$ cat src/rtl/boe_pkg.sv
// ----------------------------------------------------------------------------
// boe_pkg
// Shared types and constants for the bucket/offset value encoder.
// ----------------------------------------------------------------------------
package boe_pkg;

  localparam int unsigned TABLE_AW    = 8;
  localparam int unsigned TABLE_DEPTH = 1 << TABLE_AW;
  localparam int unsigned CODE_W      = 6;
  localparam int unsigned BASE_W      = 33;
  localparam int unsigned VAL_W       = 32;
  localparam int unsigned WORD_W      = 40;
  localparam int unsigned LEN_W       = 6;
  localparam int unsigned LEVELS_W    = 4;

  localparam logic [LEVELS_W-1:0] LEVELS_RESET = 4'd1;

  localparam logic REQ_LOAD   = 1'b0;
  localparam logic REQ_ENCODE = 1'b1;

  typedef enum logic [2:0] {
    S_IDLE,
    S_READ,
    S_CMP,
    S_FETCH,
    S_CALC,
    S_EMIT
  } boe_state_e;

  // table write request
  typedef struct packed {
    logic                en;
    logic [TABLE_AW-1:0] idx;
    logic [CODE_W-1:0]   code;
  } boe_load_t;

  // one table entry
  typedef struct packed {
    logic [CODE_W-1:0] code;
    logic [BASE_W-1:0] base;
  } boe_entry_t;

endpackage

$ cat src/rtl/boe_sub.sv
// ----------------------------------------------------------------------------
// boe_sub
// Shared subtract/compare unit: value minus bucket base, with borrow.
// ----------------------------------------------------------------------------
module boe_sub #(
  parameter int unsigned VALUE_BITS = 32
) (
  input  logic [VALUE_BITS-1:0]      a_i,
  input  logic [boe_pkg::BASE_W-1:0] b_i,
  output logic [boe_pkg::BASE_W-1:0] diff_o,
  output logic                       lt_o
);

  logic [boe_pkg::BASE_W:0] diff;

  assign diff   = (boe_pkg::BASE_W+1)'(a_i) - {1'b0, b_i};
  assign diff_o = diff[boe_pkg::BASE_W-1:0];
  assign lt_o   = diff[boe_pkg::BASE_W];

endmodule

$ cat config.mk
export PLATFORM = sky130hd
export DESIGN_NAME = boe_sub
export DESIGN_NICKNAME = d
export VERILOG_FILES = /design/src/rtl/boe_pkg.sv /design/src/rtl/boe_sub.sv
export SDC_FILE = /design/constraint.sdc
export NUM_CORES = 1
export LEC_CHECK = 0
export BUFFER_PORTS_ARGS = -buffer_cell sky130_fd_sc_hd__buf_2
export CAP_MARGIN = 20
export CORE_AREA = 2 2 56 98
export DETAILED_ROUTE_END_ITERATION = 16
export DIE_AREA = 0 0 58 100
export MAX_ROUTING_LAYER = met4
export PLACE_DENSITY = 0.75
export SYNTH_ARGS = -nofsm -noshare
export SYNTH_HDL_FRONTEND = slang
export SYNTH_SLANG_ARGS = --single-unit
$ cat constraint.sdc
create_clock -name vclk -period 2.55
set_input_delay 0.1275 -clock vclk [all_inputs]
set_output_delay 0.1275 -clock vclk [all_outputs]
set_load 0.02 [all_outputs]
# == Word level (Yosys, flattened, before mapping) ==
# Cells that the tools add are included.
# totals
reg_bits,0
# classes
add_sub_neg,1
# op_table
op,count
$sub A32 B33 Y34,1

# == Logic depth before layout (Yosys ltp) ==
# Gate-level depths: netlist of run 1.
# logic_depth
word_depth,1
depth_mapped,10

# == Worst setup path after synthesis of run 1 ==
# OpenSTA, ideal clock, no wires.
# synth_path
path_kind,input to output
start,input a_i[0]
end,output diff_o[30] (netlist bit)
arrival_time_ns,2.268
setup_slack_ns,0.155
path_stages,10
path_buffers,0
path_cell_list,inv_1 > ha_1 > inv_1 > fa_1 > a21o_1 > a221oi_2 > o21ai_0 > nand3_1 > a21oi_1 > nor4_1
# synth_via
elab_chain_len,1
# synth_lines
item,line,rtl
"start, declared",boe_sub.sv:8,"input logic [VALUE_BITS-1:0] a_i,"
$sub A32 B33 Y34,boe_sub.sv:16,"assign diff = (boe_pkg::BASE_W+1)'(a_i) - {1'b0, b_i};"
"end, declared",boe_sub.sv:10,"output logic [boe_pkg::BASE_W-1:0] diff_o,"
# No other way between the ends.

# == Final worst setup path of run 1 ==
# layout_path
start,input b_i[16] (netlist bit)
end,output diff_o[26] (netlist bit)
# layout_via
elab_chain_len,1
# layout_lines
item,line,rtl
"start, declared",boe_sub.sv:9,"input logic [boe_pkg::BASE_W-1:0] b_i,"
$sub A32 B33 Y34,boe_sub.sv:16,
# No other way between the ends.

==> metrics, run 1 <==
first-pass GRT wire length=10300 um; Routed WL per cell=13.0 um; final period utilization=95.4%; gpl congestion=0.866; largest vdd supply drop=0.000163 V; Final nets=543; hold_ws=0.612 ns; Synth top area share=18.2%; Pwr Total=895 uW; synthesized area per cell=6.47 um^2; Worst Setup Slack, final=0.117 ns; outcome=completed; Die Area=5800 um^2; Initial Util=43.2%; post-layout util=56.3%; Arr. time, crit path=2.31 ns; non-filler cells in the finished layout=498; drt total wl=6490 um; Setup CP Type=in2out; Routed Antenna Nets=0; met1 Use GR=20.1%; largest cells by area after synthesis=ha_1 18%, a21oi_1 8.2%, inv_1 7.2%; synthesized cell area=2190 um^2; n_diodes=0; initial antenna violation count=0; synth warn=0; Detail Placement HPWL=5670 um; total track usage=21.5%; Seq Cell Count=0; area grow syn2layout=30.4%; M2 GR Usage=44.2%; core area=5080 um^2; Crit Path Max Fanout=6; largest net degree at the start of global routing=13; Setup crit start=b_i[16]; most common cell in the netlist=inv_1; Mapped Cells=339; CLK BUF=0; CP endpoint kind=output port; row count=35; Hold Fails Final Rpt=0; Place WS=0.0592 ns; register area=0 um^2; commonest cells in the netlist=42 x inv_1, 36 x a21oi_1, 33 x nand2_1; GRT busiest layer=met2; Critical Path End=diff_o[26]; CTS Hold Bufs=0; Synth cell types=58; IO Count=99; number of remaining DRC errors=0; setup violators final=0; setup tns final=0 ns; I/O Buffers=99; drt first pass iters=4; Pwr Density=313 nW/um^2; vias in the first global route=2659; CP Launch Type=primary input; Die Y=100 um; dpl cells=497; DR vias=2886; Vias/cell=5.80; fmax=411 MHz; grt ovf=0; Critical Path RT=2.42 ns; Worst-Margin Slew=0.578 ns; Hold Crit Class=in2out; share of layout cells above drive strength 1=30.0%; FILL cells=510; post-route cell area=2860 um^2; sequential area share after synthesis=0%; LEAKAGE=1.56 nW; die width=58 um; First DRT Iteration DRCs=40; Syn Nets=437; met3 Use GR=0.387%; maxcap violations=0; Area after DPL=2820 um^2; RSZ-0062 raised after global routing=no; post-synth top area cell=ha_1; minimum clock period=2.43 ns; Slew Limit Fails=0; Slew headroom=61.0%
[timing repair]
| item | in CTS | in global routing |
|---|---|---|
| buffers inserted | 0 | 1 |
| setup endpoints to repair | 0 | 6 |
| gates resized for setup | 0 | 7 |
[report_power, final]
group | total [mW] | leakage [nW] | switching [mW] | internal (mW)
registers | 0 | 0 | 0 | 0
clock network | 0 | 0 | 0 | 0
logic | 0.895 | 1.56 | 0.528 | 0.367
total | 0.895 | 1.56 | 0.528 | 0.367
[worst min path at each step]
stage | startpoint | end | slack [ns] | cells past startpoint
2_1_floorplan | b_i[0] | diff_o[0] | 0.44 | 2
3_5_place_dp | b_i[0] | diff_o[0] | 0.61 | 4
5_1_grt | b_i[0] | diff_o[0] | 0.65 | 4
6_report | b_i[0] | diff_o[0] | 0.61 | 4
4_1_cts | b_i[0] | diff_o[0] | 0.61 | 4
3_3_place_gp | b_i[0] | diff_o[0] | 0.61 | 4
[metal layers]
layer / share of wire, % / vias up
met5: 0 / -
met4: 3.6 / 0
met3: 4.2 / 22
met2: 57 / 91
met1: 35 / 1330
li1: - / 1443
[final cells by class]
type	count	area, um^2	area share, %
Multi-Input combinational cell	285	2010	70.2
Timing Repair Buffer	116	626	21.9
Inverter	42	158	5.51
Tap cell	55	68.8	2.40
[worst max-delay path, cell delays in order]
cell and delay (ns):
buf_2 0.08, inv_1 0.03, ha_1 0.38, nand4_1 0.24
nor4_4 0.35, o21ai_0 0.16, and3_1 0.23, and2_4 0.15
a311oi_1 0.32, buf_2 0.23
[kinds of logic (layout without fill, tap and decap cells)]
group | Yosys count | in the layout | synth area share [%]
and+or+nand+nor | 118 | 118 | 28.8
AOI/OAI and AO/OA | 112 | 112 | 33.1
buffers and inverters | 54 | 158 | 9.86
adders and majority gates | 33 | 33 | 19.2
xor gates and xnor gates | 19 | 19 | 7.58
muxes | 3 | 3 | 1.43
[layout by cell type (no fill, tap or decap), drive strengths merged, types with 6 or more instances in the layout]
master    n
inv      42
and2      7
and3      6
a21oi    37
nor2     20
nor3      6
o21ai    19
o21a      7
xor2      8
nand3    10
xnor2    11
nand4     8
nand2    33
buf     116
a21o     15
ha       32
Note: power is estimated with default switching activity, not from simulation.
==> run 2: changes to the inputs <==
- ABC_AREA: unset -> 1
- CORE_AREA: 2 2 56 98 -> 2 2 61 106
- DIE_AREA: 0 0 58 100 -> 0 0 63 108
- PLACE_DENSITY: 0.75 -> 0.73
- RECOVER_POWER: unset -> 50
==> run 2 against run 1 <==
Hold slack gained 0.011 ns. Die area grew 17%. Critical path type unchanged. Combinational power shrank 3.9%. Via count grew 18%. Wire length grew 28%. First-iteration DRC count grew to 3.4 times the previous value. Synthesized area grew 19%. Non-clock buffer count shrank 17.
==> metrics, run 2 <==
outcome=completed; DR vias=3415; synthesized area per cell=4.58 um^2; Arr. time, crit path=1.88 ns; largest cells by area after synthesis=nand2_1 37%, inv_1 23%, ha_1 15%; most common cell in the netlist=nand2_1; n_diodes=0; first-pass GRT wire length=13900 um; area grow syn2layout=21.8%; fmax=499 MHz; final period utilization=78.6%; core area=5880 um^2; Synth Area in Adders=16.0%; Area after DPL=3220 um^2; share of layout cells above drive strength 1=13.5%; Final nets=772; Slew headroom=81.6%; drt total wl=8330 um; IO Count=99; Vias/cell=4.55; Die Y=108 um; area occupied by multi-input gates=2010 um^2; die width=63 um; Detail Placement HPWL=7630 um; Synth cell types=18; Syn Nets=671; Initial Util=44.6%; total track usage=25.9%; Crit Path Max Fanout=4; Routed WL per cell=11.1 um; minimum clock period=2.00 ns; post-route cell area=3190 um^2; Die Area=6800 um^2; Setup CP Type=in2out; initial antenna violation count=0; CP endpoint kind=output port; commonest cells in the netlist=256 x nand2_1, 164 x inv_1, 41 x nor2_1; RSZ-0062 raised after global routing=no; Slew Limit Fails=0; CLK BUF=0; largest family of logic cells by synthesized area=simple AND/OR/NAND/NOR gates; HP Start=b_i[0]; Hold Fails Final Rpt=0; Worst-Margin Slew=0.275 ns; most common cell after layout, fill and taps aside=nand2_1; LEAKAGE=2.39 nW; number of remaining DRC errors=0; sequential area share after synthesis=0%; CTS Hold Bufs=0; register area=0 um^2; row count=37; Synth Area in XOR/XNOR=5.01%; Worst Hold Endpoint=diff_o[0]; Routed Antenna Nets=0; Pwr Total=860 uW; Pwr Density=269 nW/um^2; Critical Path RT=2.42 ns; setup violators final=0; Post-CTS Setup Bufs=0; First DRT Iteration DRCs=136; setup tns final=0 ns; CP Launch Type=primary input; post-synth top area cell=nand2_1; maxcap violations=0; most frequent cells in the layout=256 x nand2_1, 164 x inv_1, 82 x buf_2; drt first pass iters=4; Mapped Cells=573; largest net degree at the start of global routing=7; Hold Crit Class=in2out; Place WS=0.540 ns; gpl congestion=1.01; grt ovf=0; FILL cells=709; mux share of post-synthesis cell area=0%; vias in the first global route=3348; I/O Buffers=99; Worst Setup Slack, final=0.546 ns; Synth top area share=36.6%; Post-Synth Simple-Gate Area=51.0%; Seq Cell Count=0; fraction of the mapped netlist area in compound gates=4.44%; number of gates resized after CTS=0; synth warn=0; synthesized cell area=2620 um^2; largest vdd supply drop=0.000108 V; Cells on Worst Hold Path=4
run 2: changes by cell type after synthesis, moves of 6 or more:
cell / change
nand2_1: +223
inv_1: +122
nor2_1: +21
o21ai_0: -17
a21o_1: -15
a21oi_1: -15
nand3_1: +15
xnor2_1: -9
nand2_2: +7
o21a_1: -7
and3_1: -6
nand4_1: -6
run 2: report_power, final:
part / switching [mW] / internal, mW / total, mW
logic: 0.570 / 0.290 / 0.860
clock network: 0 / 0 / 0
registers: 0 / 0 / 0
run 2: worst max path at each step:
stage            from    endpoint  slack, ns  cells past startpoint
2_1_floorplan  a_i[0]  diff_o[16]       0.86                     11
3_3_place_gp   a_i[0]  diff_o[32]       0.59                     16
3_5_place_dp   a_i[0]  diff_o[22]       0.54                     15
4_1_cts        a_i[0]  diff_o[22]       0.53                     16
5_1_grt        a_i[0]  diff_o[22]       0.33                     16
6_report       a_i[0]  diff_o[22]       0.55                     16
run 2: metal layers:
| metal | share of wire [%] | wire length (um) | GRT usage [%] |
|---|---|---|---|
| met1 | 37 | 3060 | 23.6 |
| met2 | 53 | 4420 | 53.4 |
| met3 | 4.6 | 380 | 0.832 |
| met4 | 5.7 | 474 | 12.4 |
| met5 | 0 | 0 | - |
run 2: worst max-delay path, cell delays in order:
cell	delay, ns
buf_2	0.09
inv_1	0.04
ha_1	0.14
inv_1	0.08
fa_1	0.45
nand2_1	0.10
nand2_1	0.09
nand3_1	0.09
nand2_1	0.09
nand2_1	0.08
nand2_1	0.10
nand2_1	0.11
nand2_1	0.05
nand2_1	0.05
nand2_1	0.05
buf_2	0.15
run 2: cell families (layout without fill, tap and decap cells):
kind of cell             count (synthesis)  in the layout
XOR/XNOR                                15             15
AO/OA/AOI/OAI                           23             23
buffers and inverters                  164            263
adder cells (fa/ha/maj)                 33             33
AND/OR/NAND/NOR                        338            338
run 2: layout make-up:
class              instances  area share [%]
multi-input cells        409            62.8
inverters                164            19.3
repair buffers            99            14.8
well taps                 78            3.06
run 2: through the flow:
stage	cells	utilization (%)	hold WS, ns
5_1_grt	750	54.3	0.649
6_report	750	54.3	0.622
2_1_floorplan	573	-	0.423
3_3_place_gp	750	54.7	0.608
3_5_place_dp	750	54.7	0.614
4_1_cts	750	54.7	0.616
==> run 3: changes to the inputs <==
- PLACE_DENSITY: 0.73 -> 0.76
- clock period: 2.55 -> 1.82 ns (I/O delays scaled with it)
==> run 3 against run 2 <==
Core utilization is 4.8 points higher. Final area increased by 8.9%. Hold slack got worse by 0.060 ns. Non-clock buffer count grew 8. Combinational power up 55%. First-iteration DRC count grew 2.9%. Sequential cell count is the same. Critical path depth shrank 4. Global-route usage decreased by 0.24 points. Via count rose by 0.79%. Cell count rose by 1.1%. Largest power group unchanged.
==> metrics, run 3 (synthesized netlist as in run 2, its figures left out) <==
outcome=completed; Routed WL per cell=11.3 um; Die Area=6800 um^2; number of remaining DRC errors=0; minimum clock period=1.78 ns; dpl cells=756; HP Start=b_i[32]; most common cell after layout, fill and taps aside=nand2_1; Setup CP Type=in2out; area grow syn2layout=32.6%; maxcap violations=0; largest net degree at the start of global routing=7; setup tns final=0 ns; Clk pwr share=0%; Hold Fails Final Rpt=0; total track usage=25.7%; I/O Buffers=99; Die Y=108 um; Crit Path Max Fanout=4; row count=37; largest vdd supply drop=0.000175 V; die width=63 um; CTS Hold Bufs=0; Worst Setup Slack, final=0.0429 ns; Critical Path RT=1.73 ns; grt ovf=0; IO Count=99; CLK BUF=0; switching part of the total=63.8%; core area=5880 um^2; vias in the first global route=3243; Seq pwr share=0%; DR vias=3442; RSZ-0062 raised after global routing=yes; Worst Hold Endpoint=diff_o[32]; Cells on Worst Hold Path=4; Hold Crit Class=in2out; Vias/cell=4.54; LEAKAGE=2.51 nW; Seq Cell Count=0; first-pass GRT wire length=13700 um; Slew Limit Fails=0; Logic pwr share=100.0%; initial antenna violation count=0; Setup crit start=b_i[7]; drt total wl=8530 um; Arr. time, crit path=1.69 ns; drt first pass iters=5; setup violators final=0; Detail Placement HPWL=7630 um; Final nets=780; share of layout cells above drive strength 1=21.9%; Pwr Density=382 nW/um^2; Place WS=-0.0352 ns; n_diodes=0; CP endpoint kind=output port; First DRT Iteration DRCs=140; P_int=480 uW; non-filler cells in the finished layout=758; fmax=563 MHz; Routed Antenna Nets=0; final period utilization=97.6%; Pwr Total=1.33 mW; CP Launch Type=primary input; FILL cells=668; NetSw=847 uW; Worst-Margin Slew=0.270 ns; most frequent cells in the layout=241 x nand2_1, 162 x inv_1, 84 x buf_2; register area=0 um^2; Slew headroom=82.1%; Initial Util=44.6%; gpl congestion=1.06
-- run 3: cell type report --
cell class,count,area [um^2],share of cell area (%)
Inverter,164,621,17.8
Tap cell,78,97.6,2.81
Timing Repair Buffer,107,571,16.4
Multi-Input combinational cell,409,2190,62.9
-- run 3: metrics by stage --
stage / area (um^2) / hold WS (ns) / utilization [%]
2_1_floorplan: 2620 / 0.350 / -
3_3_place_gp: 3260 / 0.534 / 55.5
3_5_place_dp: 3260 / 0.540 / 55.5
4_1_cts: 3270 / 0.540 / 55.6
5_1_grt: 3480 / 0.606 / 59.1
6_report: 3480 / 0.562 / 59.1
-- run 3: routing by layer --
metal	part of all wire, %	track usage [%]	vias up
met4	4.9	9.68	0
met2	55	53.6	124
li1	-	-	1866
met1	36	23.9	1426
met5	0	-	-
met3	4.6	0.728	26
-- run 3: worst max-delay path by stage --
stage               slack [ns]         end  depth (start not counted)
floorplan                 0.20  diff_o[16]                         11
global placement         -0.01  diff_o[32]                         16
detailed placement       -0.04  diff_o[20]                         15
CTS                       0.03  diff_o[18]                         12
global route             -0.03  diff_o[20]                         16
finish                    0.04  diff_o[18]                         12
-- run 3: worst max-delay path: stages --
cell and delay, ns:
buf_2 0.07, inv_1 0.03, ha_1 0.34, nand2_1 0.18, nor2_1 0.24, nand3_1 0.15
nand3_2 0.13, nand3_1 0.10, nand2_1 0.07, nand2_1 0.04, nand2_1 0.06, buf_2 0.16
-- run 3: timing repair --
action / 4_1_cts / 5_1_grt
gates resized for setup: 2 / 58
buffers inserted: 0 / 2
setup endpoints to repair: 5 / 18
pin swaps: 0 / 15
-- run 3: power by group through the flow --
| stage | logic [mW] | clock network, mW | registers [mW] |
|---|---|---|---|
| floorplan | 0.839 | 0 | 0 |
| global placement | 1.24 | 0 | 0 |
| detailed placement | 1.24 | 0 | 0 |
| CTS | 1.25 | 0 | 0 |
| global route | 1.48 | 0 | 0 |
| finish | 1.33 | 0 | 0 |
